[src/design/xcrc_pkg.sv]
// Package with types, constants and the CRC helper for the XMODEM-CRC receiver.
`timescale 1ns / 1ps
`default_nettype none
package xcrc_pkg;

	localparam int TIMER_BITS_DEFAULT = 16;
	localparam int SHORT_PACKET_BYTES = 128;
	localparam int LONG_PACKET_BYTES  = 1024;

	localparam logic [7:0] CH_SOH = 8'h01;
	localparam logic [7:0] CH_STX = 8'h02;
	localparam logic [7:0] CH_EOT = 8'h04;
	localparam logic [7:0] CH_ACK = 8'h06;
	localparam logic [7:0] CH_NAK = 8'h15;
	localparam logic [7:0] CH_CAN = 8'h18;
	localparam logic [7:0] CH_C   = 8'h43;

	typedef enum logic [1:0] {
		OP_TICK  = 2'd0,
		OP_BYTE  = 2'd1,
		OP_START = 2'd2,
		OP_NONE  = 2'd3
	} opcode_t;

	typedef enum logic [2:0] {
		PH_HANDSHAKE = 3'd0,
		PH_PACKET    = 3'd1,
		PH_WAIT      = 3'd2,
		PH_DONE      = 3'd3,
		PH_FAIL      = 3'd4
	} phase_t;

	localparam logic [2:0] ERR_OK        = 3'd0;
	localparam logic [2:0] ERR_HANDSHAKE = 3'd1;
	localparam logic [2:0] ERR_TIMEOUT   = 3'd2;
	localparam logic [2:0] ERR_SEQUENCE  = 3'd3;
	localparam logic [2:0] ERR_CRC       = 3'd4;
	localparam logic [2:0] ERR_RETRIES   = 3'd5;

	localparam logic [1:0] VERDICT_NONE    = 2'd0;
	localparam logic [1:0] VERDICT_COMMIT  = 2'd1;
	localparam logic [1:0] VERDICT_DISCARD = 2'd2;

	localparam logic [2:0] REG_BASE      = 3'd0;
	localparam logic [2:0] REG_BYTE_TO   = 3'd1;
	localparam logic [2:0] REG_WAIT_TO   = 3'd2;
	localparam logic [2:0] REG_MAX_HS    = 3'd3;
	localparam logic [2:0] REG_MAX_RETRY = 3'd4;

	// Classified item handed from the front end to the back end.
	typedef struct packed {
		opcode_t    op;
		logic [7:0] rx_byte;
	} item_t;

	typedef struct packed {
		logic        tx_valid;
		logic [7:0]  tx_byte;
		logic        data_valid;
		logic [7:0]  data_byte;
		logic [31:0] data_address;
		logic [1:0]  packet_verdict;
		logic [1:0]  link_state;
		logic [2:0]  error_code;
		logic [31:0] committed_count;
	} result_t;

	// Byte-wise CRC-16 update, polynomial 0x1021, MSB first.
	function automatic logic [15:0] crc_feed(input logic [15:0] crc, input logic [7:0] b);
		logic [15:0] c;
		c = crc ^ {b, 8'h00};
		for (int i = 0; i < 8; i++) begin
			c = c[15] ? ((c << 1) ^ 16'h1021) : (c << 1);
		end
		return c;
	endfunction

endpackage
`default_nettype wire

[src/design/xcrc_if.sv]
// Valid/ready stream interfaces for input and result words.
`timescale 1ns / 1ps
`default_nettype none
interface xcrc_in_if;
	logic       valid;
	logic       ready;
	logic [1:0] opcode;
	logic [7:0] rx_byte;
	modport source (output valid, opcode, rx_byte, input ready);
	modport sink (input valid, opcode, rx_byte, output ready);
endinterface

interface xcrc_out_if;
	logic        valid;
	logic        ready;
	logic        tx_valid;
	logic [7:0]  tx_byte;
	logic        data_valid;
	logic [7:0]  data_byte;
	logic [31:0] data_address;
	logic [1:0]  packet_verdict;
	logic [1:0]  link_state;
	logic [2:0]  error_code;
	logic [31:0] committed_count;
	modport source (output valid, tx_valid, tx_byte, data_valid, data_byte, data_address,
		packet_verdict, link_state, error_code, committed_count, input ready);
	modport sink (input valid, tx_valid, tx_byte, data_valid, data_byte, data_address,
		packet_verdict, link_state, error_code, committed_count, output ready);
endinterface
`default_nettype wire

[src/design/xcrc_front.sv]
// Front end: accepts input words, drops unused opcodes, queues items for the back end.
`timescale 1ns / 1ps
`default_nettype none
module xcrc_front (
	input  wire               clk,
	input  wire               arst_n,
	input  wire               in_valid,
	output logic              in_ready,
	input  wire         [1:0] in_opcode,
	input  wire         [7:0] in_rx_byte,
	output logic              item_valid,
	input  wire               item_ready,
	output xcrc_pkg::item_t   item
);
	import xcrc_pkg::*;

	// Two-entry queue.
	item_t      mem_q [2];
	logic       wr_ptr_q, rd_ptr_q;
	logic [1:0] count_q;
	logic       push, pop;

	assign in_ready   = (count_q != 2'd2);
	assign push       = in_valid && in_ready && (opcode_t'(in_opcode) != OP_NONE);
	assign item_valid = (count_q != 2'd0);
	assign pop        = item_valid && item_ready;
	assign item       = mem_q[rd_ptr_q];

	always_ff @(posedge clk) begin
		if (push) begin
			mem_q[wr_ptr_q] <= '{op: opcode_t'(in_opcode), rx_byte: in_rx_byte};
		end
	end

	always_ff @(posedge clk or negedge arst_n) begin
		if (!arst_n) begin
			wr_ptr_q <= 1'b0;
			rd_ptr_q <= 1'b0;
			count_q  <= 2'd0;
		end else begin
			if (push) wr_ptr_q <= ~wr_ptr_q;
			if (pop) rd_ptr_q <= ~rd_ptr_q;
			count_q <= count_q + {1'b0, push} - {1'b0, pop};
		end
	end
endmodule
`default_nettype wire

[src/design/xcrc_back.sv]
// Back end: protocol state, CRC, timers and the registered result stage.
`timescale 1ns / 1ps
`default_nettype none
module xcrc_back #(
	parameter int TIMER_BITS = xcrc_pkg::TIMER_BITS_DEFAULT
) (
	input  wire               clk,
	input  wire               arst_n,
	input  wire               item_valid,
	output logic              item_ready,
	input  xcrc_pkg::item_t   item,
	input  wire        [31:0] base_address,
	input  wire        [15:0] byte_timeout_ticks,
	input  wire        [15:0] wait_timeout_ticks,
	input  wire         [7:0] max_handshakes,
	input  wire         [7:0] max_retries,
	output logic              res_valid,
	input  wire               res_ready,
	output xcrc_pkg::result_t res
);
	import xcrc_pkg::*;

	localparam logic [TIMER_BITS-1:0] TMAX = '1;

	phase_t          phase_q, phase_d;
	logic [7:0]      exp_seq_q, exp_seq_d;
	logic [15:0]     crc_q, crc_d;
	logic [10:0]     pos_q, pos_d;
	logic            long_q, long_d;
	logic            hdr_bad_q, hdr_bad_d;
	logic [7:0]      seq_q, seq_d;
	logic [7:0]      crc_hi_q, crc_hi_d;
	logic [TIMER_BITS-1:0] timer_q, timer_d, timer_inc;
	logic [7:0]      hs_q, hs_d, hs_inc;
	logic [7:0]      rt_q, rt_d, rt_inc;
	logic [2:0]      err_q, err_d;
	logic [31:0]     waddr_q, waddr_d;
	logic [31:0]     committed_q, committed_d;

	logic            go, emit;
	result_t         r;
	logic [10:0]     n_bytes;
	logic [15:0]     limit;
	logic            expired;

	assign item_ready = !res_valid || res_ready;
	assign go         = item_valid && item_ready;

	assign timer_inc = (timer_q != TMAX) ? timer_q + 1'b1 : timer_q;
	assign n_bytes   = long_q ? 11'(LONG_PACKET_BYTES) : 11'(SHORT_PACKET_BYTES);
	assign hs_inc    = (hs_q != 8'hFF) ? hs_q + 8'd1 : hs_q;
	assign rt_inc    = (rt_q != 8'hFF) ? rt_q + 8'd1 : rt_q;

	always_comb begin
		limit = (phase_q == PH_PACKET) ? byte_timeout_ticks : wait_timeout_ticks;
		if (TIMER_BITS >= 16) expired = (32'(timer_inc) >= 32'(limit));
		else expired = (32'(timer_inc) >= 32'(limit));
	end

	always_comb begin
		phase_d = phase_q; exp_seq_d = exp_seq_q; crc_d = crc_q; pos_d = pos_q;
		long_d = long_q; hdr_bad_d = hdr_bad_q; seq_d = seq_q; crc_hi_d = crc_hi_q;
		timer_d = timer_q; hs_d = hs_q; rt_d = rt_q; err_d = err_q;
		waddr_d = waddr_q; committed_d = committed_q;
		r = '0;

		unique case (item.op)
			OP_START: begin
				phase_d = PH_HANDSHAKE; exp_seq_d = 8'd1; crc_d = '0; pos_d = '0;
				long_d = 1'b0; hdr_bad_d = 1'b0; seq_d = '0; crc_hi_d = '0;
				timer_d = '0; hs_d = '0; rt_d = '0; err_d = ERR_OK;
				waddr_d = base_address; committed_d = '0;
				r.tx_valid = 1'b1; r.tx_byte = CH_C;
			end
			OP_TICK: begin
				if (phase_q == PH_HANDSHAKE || phase_q == PH_PACKET || phase_q == PH_WAIT) begin
					timer_d = timer_inc;
					if (expired) begin
						if (phase_q == PH_HANDSHAKE) begin
							hs_d = hs_inc;
							if (hs_inc >= max_handshakes) begin
								err_d = ERR_HANDSHAKE; phase_d = PH_FAIL;
								r.tx_valid = 1'b1; r.tx_byte = CH_CAN;
							end else begin
								r.tx_valid = 1'b1; r.tx_byte = CH_C; timer_d = '0;
							end
						end else if (phase_q == PH_WAIT) begin
							err_d = ERR_TIMEOUT; phase_d = PH_FAIL;
							r.tx_valid = 1'b1; r.tx_byte = CH_CAN;
						end else begin
							r.packet_verdict = VERDICT_DISCARD; err_d = ERR_TIMEOUT;
							rt_d = rt_inc;
							if (rt_inc < max_retries) begin
								r.tx_valid = 1'b1; r.tx_byte = CH_NAK;
								phase_d = PH_WAIT; timer_d = '0;
							end else begin
								err_d = ERR_RETRIES; phase_d = PH_FAIL;
								r.tx_valid = 1'b1; r.tx_byte = CH_CAN;
							end
						end
					end
				end
			end
			OP_BYTE: begin
				if ((phase_q == PH_HANDSHAKE || phase_q == PH_WAIT) &&
				    (item.rx_byte == CH_SOH || item.rx_byte == CH_STX)) begin
					long_d = (item.rx_byte == CH_STX); phase_d = PH_PACKET;
					pos_d = '0; crc_d = '0; hdr_bad_d = 1'b0; seq_d = '0;
					crc_hi_d = '0; timer_d = '0;
				end else if (phase_q == PH_WAIT) begin
					if (item.rx_byte == CH_EOT) begin
						r.tx_valid = 1'b1; r.tx_byte = CH_ACK; phase_d = PH_DONE;
					end else begin
						err_d = ERR_SEQUENCE; phase_d = PH_FAIL;
						r.tx_valid = 1'b1; r.tx_byte = CH_CAN;
					end
				end else if (phase_q == PH_PACKET) begin
					timer_d = '0;
					pos_d = pos_q + 11'd1;
					if (pos_q == 11'd0) begin
						seq_d = item.rx_byte;
					end else if (pos_q == 11'd1) begin
						hdr_bad_d = (seq_q != exp_seq_q) || (item.rx_byte != ~seq_q);
					end else if (pos_q < n_bytes + 11'd2) begin
						crc_d = crc_feed(crc_q, item.rx_byte);
						r.data_valid = 1'b1; r.data_byte = item.rx_byte;
						r.data_address = waddr_q + 32'(pos_q - 11'd2);
					end else if (pos_q == n_bytes + 11'd2) begin
						crc_hi_d = item.rx_byte;
					end else begin
						pos_d = pos_q;
						if ({crc_hi_q, item.rx_byte} != crc_q || hdr_bad_q) begin
							r.packet_verdict = VERDICT_DISCARD;
							err_d = ({crc_hi_q, item.rx_byte} != crc_q) ? ERR_CRC : ERR_SEQUENCE;
							rt_d = rt_inc;
							if (rt_inc < max_retries) begin
								r.tx_valid = 1'b1; r.tx_byte = CH_NAK;
								phase_d = PH_WAIT; timer_d = '0;
							end else begin
								err_d = ERR_RETRIES; phase_d = PH_FAIL;
								r.tx_valid = 1'b1; r.tx_byte = CH_CAN;
							end
						end else begin
							r.packet_verdict = VERDICT_COMMIT;
							waddr_d = waddr_q + 32'(n_bytes);
							committed_d = committed_q + 32'(n_bytes);
							exp_seq_d = exp_seq_q + 8'd1; rt_d = '0;
							r.tx_valid = 1'b1; r.tx_byte = CH_ACK;
							phase_d = PH_WAIT; timer_d = '0;
						end
					end
				end
			end
			default: ;
		endcase

		emit = r.tx_valid || r.data_valid || (r.packet_verdict != VERDICT_NONE);
		unique case (phase_d)
			PH_HANDSHAKE: r.link_state = 2'd0;
			PH_PACKET, PH_WAIT: r.link_state = 2'd1;
			PH_DONE: r.link_state = 2'd2;
			default: r.link_state = 2'd3;
		endcase
		r.error_code = err_d;
		r.committed_count = committed_d;
	end

	// Result register; payload carries no reset.
	always_ff @(posedge clk) begin
		if (go && emit) res <= r;
	end

	always_ff @(posedge clk or negedge arst_n) begin
		if (!arst_n) begin
			res_valid <= 1'b0;
		end else if (go) begin
			res_valid <= emit;
		end else if (res_ready) begin
			res_valid <= 1'b0;
		end
	end

	// The write address takes base_address only on a start word.
	always_ff @(posedge clk or negedge arst_n) begin
		if (!arst_n) begin
			phase_q <= PH_HANDSHAKE; exp_seq_q <= 8'd1; crc_q <= '0; pos_q <= '0;
			long_q <= 1'b0; hdr_bad_q <= 1'b0; seq_q <= '0; crc_hi_q <= '0;
			timer_q <= '0; hs_q <= '0; rt_q <= '0; err_q <= ERR_OK;
			waddr_q <= '0; committed_q <= '0;
		end else if (go) begin
			phase_q <= phase_d; exp_seq_q <= exp_seq_d; crc_q <= crc_d; pos_q <= pos_d;
			long_q <= long_d; hdr_bad_q <= hdr_bad_d; seq_q <= seq_d; crc_hi_q <= crc_hi_d;
			timer_q <= timer_d; hs_q <= hs_d; rt_q <= rt_d; err_q <= err_d;
			waddr_q <= waddr_d; committed_q <= committed_d;
		end
	end
endmodule
`default_nettype wire

[src/design/xmodem_crc_receiver_core.sv]
// Top level of the XMODEM-CRC receiver: configuration registers, front and back ends.
`timescale 1ns / 1ps
`default_nettype none
// The input channel carries one word per event: a one-millisecond tick, a
// received serial byte, or a start command. The output channel carries a
// word only when the event produced something: a control byte to transmit,
// a payload byte with its flash address, or a packet verdict, together with
// link state, last error and the committed byte count.
// A word can be accepted every cycle while the output receiver does not
// stall. An accepted word is written into the front queue and passes from
// there through the back end into the registered result stage. The
// byte-wise CRC update is combinational within the back end.
// Reset clears the queue and the result valid flag and puts the receiver in
// the handshake phase with default timeouts and limits. When the output
// receiver stalls, the result register holds its word, the back end stops,
// and the front queue absorbs up to two more input words before ready drops.
// Configuration writes are taken whenever the write enable is high and
// should occur only while idle.
module xmodem_crc_receiver_core #(
	parameter int TIMER_BITS = xcrc_pkg::TIMER_BITS_DEFAULT
) (
	input  wire        clk,
	input  wire        arst_n,
	xcrc_in_if.sink    in_ch,
	xcrc_out_if.source out_ch,
	input  wire        cfg_we,
	input  wire [2:0]  cfg_index,
	input  wire [31:0] cfg_data
);
	import xcrc_pkg::*;

	logic [31:0] base_address_q;
	logic [15:0] byte_to_q, wait_to_q;
	logic [7:0]  max_hs_q, max_rt_q;

	always_ff @(posedge clk or negedge arst_n) begin
		if (!arst_n) begin
			base_address_q <= '0;
			byte_to_q      <= 16'd1000;
			wait_to_q      <= 16'd3000;
			max_hs_q       <= 8'd10;
			max_rt_q       <= 8'd10;
		end else if (cfg_we) begin
			unique case (cfg_index)
				REG_BASE:      base_address_q <= cfg_data;
				REG_BYTE_TO:   byte_to_q <= cfg_data[15:0];
				REG_WAIT_TO:   wait_to_q <= cfg_data[15:0];
				REG_MAX_HS:    max_hs_q <= cfg_data[7:0];
				REG_MAX_RETRY: max_rt_q <= cfg_data[7:0];
				default: ;
			endcase
		end
	end

	item_t   item;
	logic    item_valid, item_ready;
	result_t res;

	xcrc_front u_front (
		.clk        (clk),
		.arst_n     (arst_n),
		.in_valid   (in_ch.valid),
		.in_ready   (in_ch.ready),
		.in_opcode  (in_ch.opcode),
		.in_rx_byte (in_ch.rx_byte),
		.item_valid (item_valid),
		.item_ready (item_ready),
		.item       (item)
	);

	xcrc_back #(.TIMER_BITS(TIMER_BITS)) u_back (
		.clk                (clk),
		.arst_n             (arst_n),
		.item_valid         (item_valid),
		.item_ready         (item_ready),
		.item               (item),
		.base_address       (base_address_q),
		.byte_timeout_ticks (byte_to_q),
		.wait_timeout_ticks (wait_to_q),
		.max_handshakes     (max_hs_q),
		.max_retries        (max_rt_q),
		.res_valid          (out_ch.valid),
		.res_ready          (out_ch.ready),
		.res                (res)
	);

	assign out_ch.tx_valid        = res.tx_valid;
	assign out_ch.tx_byte         = res.tx_byte;
	assign out_ch.data_valid      = res.data_valid;
	assign out_ch.data_byte       = res.data_byte;
	assign out_ch.data_address    = res.data_address;
	assign out_ch.packet_verdict  = res.packet_verdict;
	assign out_ch.link_state      = res.link_state;
	assign out_ch.error_code      = res.error_code;
	assign out_ch.committed_count = res.committed_count;
endmodule
`default_nettype wire

[src/flat_wrapper.sv]
// flat-port wrapper written by rule: the top's interface ports become plain ports
module xmodem_crc_receiver_core_flat import xcrc_pkg::*;
#(
	parameter int TIMER_BITS = xcrc_pkg::TIMER_BITS_DEFAULT
)
  (clk, arst_n, cfg_we, cfg_index, cfg_data, in_ch_valid, in_ch_opcode, in_ch_rx_byte, in_ch_ready, out_ch_valid, out_ch_tx_valid, out_ch_tx_byte, out_ch_data_valid, out_ch_data_byte, out_ch_data_address, out_ch_packet_verdict, out_ch_link_state, out_ch_error_code, out_ch_committed_count, out_ch_ready);
  xcrc_in_if in_ch_i ();
  xcrc_out_if out_ch_i ();
  input  wire clk;
  input  wire arst_n;
  input  wire cfg_we;
  input  wire [2:0] cfg_index;
  input  wire [31:0] cfg_data;
  input wire logic [$bits(in_ch_i.valid)-1:0] in_ch_valid;
  input wire logic [$bits(in_ch_i.opcode)-1:0] in_ch_opcode;
  input wire logic [$bits(in_ch_i.rx_byte)-1:0] in_ch_rx_byte;
  output wire logic [$bits(in_ch_i.ready)-1:0] in_ch_ready;
  output wire logic [$bits(out_ch_i.valid)-1:0] out_ch_valid;
  output wire logic [$bits(out_ch_i.tx_valid)-1:0] out_ch_tx_valid;
  output wire logic [$bits(out_ch_i.tx_byte)-1:0] out_ch_tx_byte;
  output wire logic [$bits(out_ch_i.data_valid)-1:0] out_ch_data_valid;
  output wire logic [$bits(out_ch_i.data_byte)-1:0] out_ch_data_byte;
  output wire logic [$bits(out_ch_i.data_address)-1:0] out_ch_data_address;
  output wire logic [$bits(out_ch_i.packet_verdict)-1:0] out_ch_packet_verdict;
  output wire logic [$bits(out_ch_i.link_state)-1:0] out_ch_link_state;
  output wire logic [$bits(out_ch_i.error_code)-1:0] out_ch_error_code;
  output wire logic [$bits(out_ch_i.committed_count)-1:0] out_ch_committed_count;
  input wire logic [$bits(out_ch_i.ready)-1:0] out_ch_ready;
  assign in_ch_i.valid = in_ch_valid;
  assign in_ch_i.opcode = in_ch_opcode;
  assign in_ch_i.rx_byte = in_ch_rx_byte;
  assign in_ch_ready = in_ch_i.ready;
  assign out_ch_valid = out_ch_i.valid;
  assign out_ch_tx_valid = out_ch_i.tx_valid;
  assign out_ch_tx_byte = out_ch_i.tx_byte;
  assign out_ch_data_valid = out_ch_i.data_valid;
  assign out_ch_data_byte = out_ch_i.data_byte;
  assign out_ch_data_address = out_ch_i.data_address;
  assign out_ch_packet_verdict = out_ch_i.packet_verdict;
  assign out_ch_link_state = out_ch_i.link_state;
  assign out_ch_error_code = out_ch_i.error_code;
  assign out_ch_committed_count = out_ch_i.committed_count;
  assign out_ch_i.ready = out_ch_ready;
  xmodem_crc_receiver_core #(.TIMER_BITS(TIMER_BITS)) u_core (.clk(clk), .arst_n(arst_n), .in_ch(in_ch_i), .out_ch(out_ch_i), .cfg_we(cfg_we), .cfg_index(cfg_index), .cfg_data(cfg_data));
endmodule
[config.mk]
export PLATFORM = sky130hd
export DESIGN_NAME = xmodem_crc_receiver_core_flat
export DESIGN_NICKNAME = d
export VERILOG_FILES = /design/src/design/xcrc_pkg.sv /design/src/design/xcrc_if.sv /design/src/design/xcrc_front.sv /design/src/design/xcrc_back.sv /design/src/design/xmodem_crc_receiver_core.sv /design/src/flat_wrapper.sv
export SDC_FILE = /design/constraint.sdc
export NUM_CORES = 1
export LEC_CHECK = 0
export ABC_AREA = 1
export ABC_CLOCK_PERIOD_IN_PS = 13400
export BUFFER_PORTS_ARGS = -buffer_cell sky130_fd_sc_hd__buf_4
export CAP_MARGIN = 20
export CORE_MARGIN = 1.5
export CORE_UTILIZATION = 40
export DETAILED_ROUTE_END_ITERATION = 7
export PLACE_DENSITY = 0.68
export SETUP_SLACK_MARGIN = 0.2
export SLEW_MARGIN = 20
export SYNTH_ARGS = -nofsm -noshare
export SYNTH_HDL_FRONTEND = slang
export SYNTH_SLANG_ARGS = --single-unit
[constraint.sdc]
create_clock -name clk -period 13.4 [get_ports clk]
set_clock_uncertainty 0.15 [all_clocks]
set_input_delay 0.67 -clock clk [delete_from_list [all_inputs] [get_ports clk]]
set_output_delay 0.67 -clock clk [all_outputs]
set_load 0.01 [all_outputs]
Word-level counts from Yosys, hierarchy flattened
Memory sizes are Yosys's and may differ from the RTL's.
Cells that the tools add are included.
Widths: inputs -> output; s select.
Operators by class
  add/subtract/negate cells: 12
  order comparisons: 4
  equality and inequality tests: 48
  muxes and demuxes: 169
  bitwise gates (word level): 15
  reduce and logical (&&, ||, !) cells: 43
Operators with widths (count)
  $mux 32: 16
  $mux 8: 36
  $mux 16: 17
  $mux 52: 4
  $pmux 32 s2: 2
  $mux 13: 8
  $mux 3: 32
  $mux 11: 8
  $mux 41: 2
  $add 32x11->32: 2
  $pmux 8 s2: 4
  $mux 9: 6
  $pmux 16 s3: 1
  $mux 43: 1
  $add 32x32->32: 1
  $ne 2x2->1 const B: 16
  $pmux 16 s2: 1
  $ne 3x3->1 const B: 9
  $pmux 9 s3: 1
  $add 8x1->8 const B: 3
  $not 3->3: 8
  $pmux 8 s3: 1
  $pmux 11 s2: 1
  $reduce_and 5->1: 4
  other kinds (54): 107
Storage, ports and cells
  register bits after elaboration: 329
  memory bits (writable): 20
  input bits: 50
  output and inout port bits: 91
  logic and storage cells: 324
  memories kept: 1
Memory list
  u_core.u_front.mem_q: words 2, bits a word 10, rd ports 1, clocked after Yosys merged registers in 0, wr ports 1, RTL line xcrc_front.sv:18  | item_t mem_q [2];

Longest topological paths before layout
An unclocked memory read counts as a cell.
  depth after elaboration: 25
  gate-level depth with buffers: 26
  gate-level depth less buffers: 26

Modules after synthesis
A second synthesis with hierarchy kept.
Second synthesis, totals
  cells, all modules: 2405
  area total of the unflattened synthesis: 19894.1 µm²
Modules (own cells, without submodules)
  xcrc_back: times used 1, cells an instance 1963, area an instance 15692.6 µm², sequential area each 6517.5 µm²
  xmodem_crc_receiver_core: times used 1, cells an instance 357, area an instance 3211.8 µm², sequential area each 2023.2 µm²
  xcrc_front: times used 1, cells an instance 85, area an instance 989.7 µm², sequential area each 700.7 µm²

Least setup slack after synthesis
OpenSTA, ideal clock, no wires.
  path type: register to register
  from: register u_core.u_back.timer_q[0]
  to: register, netlist name u_core.u_back.res[0]
  library setup time: 441 ps
  arrival time: 4954 ps
  required time: 12809 ps
  path slack: 7855 ps
  stages on the path, launching flop included: 27
  path buffers: 0
  period minus slack after synthesis: 5545 ps
  path through: dfrtp_1 -> ha_1 -> nand2_1 -> nor4_1 -> nand4_1 -> nor3_1 -> inv_1 -> nand2_1 -> nor2_1 -> nand3_1 -> xor2_1 -> inv_1 -> ha_1 -> nand2_1 -> nor2_1 -> nand2_1 -> nand2_1 -> nand2_1 -> nand3_1 -> nand2_1 -> nor2_1 -> inv_1 -> nand2_1 -> a21oi_1 -> nand2_1 -> nand2_1 -> inv_1
On the way
  word-level cells in the longest chain between the ends: 9
  elaborated cells between the ends (all ways): 14
  those cells by class: add/sub: 1; order compare: 1; eq/ne: 1; mux: 7; reduce/logical: 4
RTL lines
  start: declaration: RTL line xcrc_back.sv:33  | logic [TIMER_BITS-1:0] timer_q, timer_d, timer_inc;
  start signal: assignment: RTL line xcrc_back.sv:193  | timer_q <= timer_d; hs_q <= hs_d; rt_q <= rt_d; err_q <= err_d;
  $add 16x1->16 or $ne 16x16->1 (tied branches): RTL line xcrc_back.sv:49  | assign timer_inc = (timer_q != TMAX) ? timer_q + 1'b1 : timer_q;
  $mux 16 *: RTL line xcrc_back.sv:49
  $ge 16x16->1 *
  $mux 2 or $mux 9 (tied branches): RTL line xcrc_back.sv:78  | if (expired) begin
  $mux 2 or $mux 9 (tied branches): RTL line xcrc_back.sv:76  | if (phase_q == PH_HANDSHAKE || phase_q == PH_PACKET || phase_q == PH_WAIT) begin
  $pmux 2 s2 or $pmux 9 s3 (tied branches): RTL line xcrc_back.sv:67  | unique case (item.op)
  $reduce_bool 2->1 or $logic_or 1x1->1 (tied branches): RTL line xcrc_back.sv:157  | emit = r.tx_valid || r.data_valid || (r.packet_verdict != VERDICT_NONE);
  $logic_or 1x1->1 *: RTL line xcrc_back.sv:157
  $logic_and 1x1->1 *: RTL line xcrc_back.sv:170  | if (go && emit) res <= r;
Mark *: on every way between the ends. The rest lies on a longest branch, timed or not.
A chain may end at the register's enable or synchronous reset.

Worst setup path in the final report
  from: register u_core.u_front.rd_ptr_q
  to: register, netlist name u_core.u_back.res[1]
On the way
  word-level cells in the longest chain between the ends: 15
  elaborated cells between the ends (all ways): 25
  those cells by class: eq/ne: 5; mux: 11; reduce/logical: 8; memory: 1
RTL lines
  start: declaration: RTL line xcrc_front.sv:19  | logic wr_ptr_q, rd_ptr_q;
  start signal: assignment: RTL line xcrc_front.sv:42  | if (pop) rd_ptr_q <= ~rd_ptr_q;
  $mem_v2 2x10 *
  $ne 16x16->1: RTL line xcrc_back.sv:132  | if ({crc_hi_q, item.rx_byte} != crc_q || hdr_bad_q) begin
  $logic_or 1x1->1: RTL line xcrc_back.sv:132
  $mux 2: RTL line xcrc_back.sv:132
  $mux 2: RTL line xcrc_back.sv:128  | end else if (pos_q == n_bytes + 11'd2) begin
  $mux 2: RTL line xcrc_back.sv:124  | end else if (pos_q < n_bytes + 11'd2) begin
  $mux 52: RTL line xcrc_back.sv:122  | end else if (pos_q == 11'd1) begin
  $mux 52: RTL line xcrc_back.sv:120  | if (pos_q == 11'd0) begin
  $mux 52: RTL line xcrc_back.sv:117  | end else if (phase_q == PH_PACKET) begin
  $mux 43: RTL line xcrc_back.sv:110  | end else if (phase_q == PH_WAIT) begin
  $mux 52: RTL line xcrc_back.sv:105  | if ((phase_q == PH_HANDSHAKE || phase_q == PH_WAIT) &&
  $pmux 2 s2: RTL line xcrc_back.sv:67
  $reduce_bool 2->1: RTL line xcrc_back.sv:157
  $logic_or 1x1->1 *: RTL line xcrc_back.sv:157
  $logic_and 1x1->1 *: RTL line xcrc_back.sv:170
Marks and branches as above.

==> impl_metrics.csv <==
group,metric,value,unit
status,status,"finished, violations left",
status,violations,"hold timing",
detailed_routing,vias,17500,
logic_synthesis,synth_edf_count,107,
clock_network,cts.sinks,347,
logic_synthesis,synth.distinct_cells,66,
logic_synthesis,postSynth.asyncResetShare,69.2,%
final_layout,antennaDiodeCount,0,
grt,track_usage,21.2,%
final_layout,fill_cells,4830,
logic_synthesis,netlist_instances,2485,
worst_setup_path,r2r_cells,14,
grt,grt_pass1_vias,17100,
job,cap_violations,0,
clock_network,cts_tree,"built",
logic_synthesis,avgSynthCellArea,8.13,um2
detailed_routing,dr.first_iter.drc_count,1351,
worst_setup_path,crit_fanout,87,
timing,maxSlewViolCount,0,
placed_design,place_congestion,0.944,
placed_design,post-place-ws,7390,ps
timing,tightest_slew,1020,ps
final_layout,final_layout_size_suffix_gt1_share,12.1,%
timing,finalCriticalPeriod,5820,ps
timing,timing.final.ws_setup,7580,ps
clock_network,worstSkewPairLatency,580,ps
logic_synthesis,synth_flop_cell,"dfrtp_1",
clock_network,clkTransAtPathRegs,60,ps
min_path,worstHoldPathType,"input port to asynchronous set/reset pin",
detailed_routing,drc,0,
worst_setup_path,worst_ep_required_time,13430,ps
timing,max_freq,172,MHz
floorplan,num_rows,82,
logic_synthesis,yosys_warnings,0,
timing,finalSetupViolCount,0,
grt,antenna_found_initial,0,
logic_synthesis,ys_ff_latch,347,
worst_setup_path,cpMostUsedCell,"nand2_1",
clock_network,cts_buffers,41,
pwr,p_per_area,228,mW/mm2
worst_setup_path,critPathSlowestCell,"inv_1",
worst_setup_path,startpoint_type,"register",
clock_network,hold_buffers,0,
timing,whs,-22.1,ps
placed_design,port_buffers,138,
floorplan,die-area,0.0519,mm2
worst_setup_path,criticalPathCategory,"register to register",
timing,timing.setup.tns,0,ps
logic_synthesis,syn-cell-area,0.0202,mm2
floorplan,core-area,0.0500,mm2
detailed_routing,drt-pass1-iter-count,5,
placed_design,dp_hpwl,40700,um
clock_network,root_buffer,"clkbuf_16",
floorplan,fp.dieW,228,um
pwr,vdd_drop_max,108,uV
clock_network,ctsLongestPathBuffers,3,
final_layout,finish.utilization,46.4,%
clock_network,cts_setup_buffers,0,
clock_network,htreeDepth,2,
detailed_routing,wl_per_cell,16.6,um
detailed_routing,routed_wl,55100,um
clock_network,ctsResizeCount,0,
timing,hold_viol_final,7,
floorplan,die_h,228,um
logic_synthesis,yosys.area.top_type,"dfrtp_1",
final_layout,final_cell_mix,"nand2_1 (564), inv_1 (325), nor2_1 (227)",
timing,rsz0062_at_grt,"no",
detailed_routing,viasPerCell,5.26,
pwr,p_total,5.28,mW
final_layout,area_growth,14.8,%
worst_setup_path,slowest_delay,900,ps
logic_synthesis,ys_seq_area_share,45.7,%
final_layout,final_common_cell,"nand2_1",
grt,overflow,0,
detailed_routing,antenna_left,0,
worst_setup_path,path_cells,"inv_6 > or2_2 > o21ai_1 > ha_2 > buf_4 > inv_1 > buf_4 > nor2_1 > nand2_1 > inv_1 > nor3_1 > nand2_1 > nand2_1 > inv_6",
floorplan,start_util,40.4,%
grt,grt_start_max_net_pins,107,
logic_synthesis,yosys.area.top_type_share,27.5,%
worst_setup_path,crit_arrival,5840,ps
timing,maxSlewHeadroom,31.7,%
floorplan,io_pins,141,
pwr,p_leak,10.7,nW
final_layout,finalNetCount,2748,
worst_setup_path,worst_setup_path_end_kind,"register",
timing,finalCritPeriodShare,43.4,%
grt,grt_pass1_wl,89400,um
logic_synthesis,synthTopCellsByArea,"dfrtp_1 (27%), edfxtp_1 (16%), nand2_1 (10%)",
==> path summary, 6_finish.rpt <==
kind                                         start                          to  slack, ps
max in group asynchronous                   arst_n      u_core.u_back.seq_q[4]      11720
setup reg to reg           u_core.u_front.rd_ptr_q        u_core.u_back.res[1]       7580
min in group clk                  in_ch_rx_byte[7]  u_core.u_front.mem_q[0][7]        140
setup / recovery           u_core.u_front.rd_ptr_q        u_core.u_back.res[1]       7580
hold / removal                              arst_n         u_core.wait_to_q[1]        -20
hold reg to reg                 u_core.max_hs_q[4]          u_core.max_hs_q[4]        340
==> flip-flops by register name, indices dropped and copies added, names as in the netlist, 11 cells and up <==
register	cells
u_core.base_address_q	32
u_core.byte_to_q	16
u_core.u_back.committed_q	32
u_core.u_back.crc_q	16
u_core.u_back.pos_q	11
u_core.u_back.res	87
u_core.u_back.timer_q	16
u_core.u_back.waddr_q	32
u_core.u_front.mem_q	20
u_core.wait_to_q	16
==> metal layers <==
layer  part of all wire, %  GRT usage (%)
met2                    46           35.1
met5                     0              0
met1                    45           28.6
met4                   3.1           7.65
met3                   5.6           2.66
==> power breakdown <==
group	internal (mW)	total (mW)	switching, mW
registers	1.43	1.65	0.224
clock network	0.645	1.11	0.460
logic	0.808	2.52	1.72
==> critical path, delay by kind of cell, from the launching register on <==
kind / cells / cell delay, ps
adder cells (fa/ha/maj): 1 / 280
flip-flops: 1 / 710
AO/OA/AOI/OAI: 1 / 310
buffers and inverters: 6 / 2580
AND/OR/NAND/NOR: 6 / 1310
==> per-stage QoR <==
step                      cell area [um2]  hold WS [ps]  cells
after global routing                23200          32.9   3316
after CTS                           23200          3.69   3315
final                               23200         -22.1   3316
after floorplan                     20200           224   2486
after detailed placement            21800           323   3239
after global placement              21800           313   3239
==> kinds of logic after synthesis <==
group / synth area share [%]
AOI/OAI and AO/OA: 12.7
xor gates and xnor gates: 3.42
adders and majority gates: 5.42
buffers and inverters: 7.94
DFF: 45.7
muxes: 1.63
other: 0.0186
and+or+nand+nor: 23.2
==> synthesized netlist by cell type, types with 9 or more instances <==
cell and number:
a31oi_1 24, ha_1 86, nand3_1 136, dfrtp_1 222, o21ai_0 221, o21ai_1 34, xnor2_1 12, mux2i_1 15
a21oi_1 105, buf_2 13, or2_2 9, xor2_1 67, mux2_2 16, edfxtp_1 107, inv_1 326, inv_2 11
nor3_1 38, o22ai_1 24, dfstp_2 18, nand4_1 38, clkbuf_1 36, nand2_1 565, nor2_1 228, o31ai_1 9
o21a_1 9, nor4_1 11, nand2_2 13
==> layout make-up <==
type	count	area, um2	area share [%]
flip-flops and latches	347	9240	39.8
inverters	339	1280	5.53
repair buffers	147	1120	4.82
clock inverters	20	136	0.588
multi-input cells	1735	9380	40.4
well taps	672	841	3.62
clock buffers	56	1190	5.15
(Power assumes the default switching activity.)
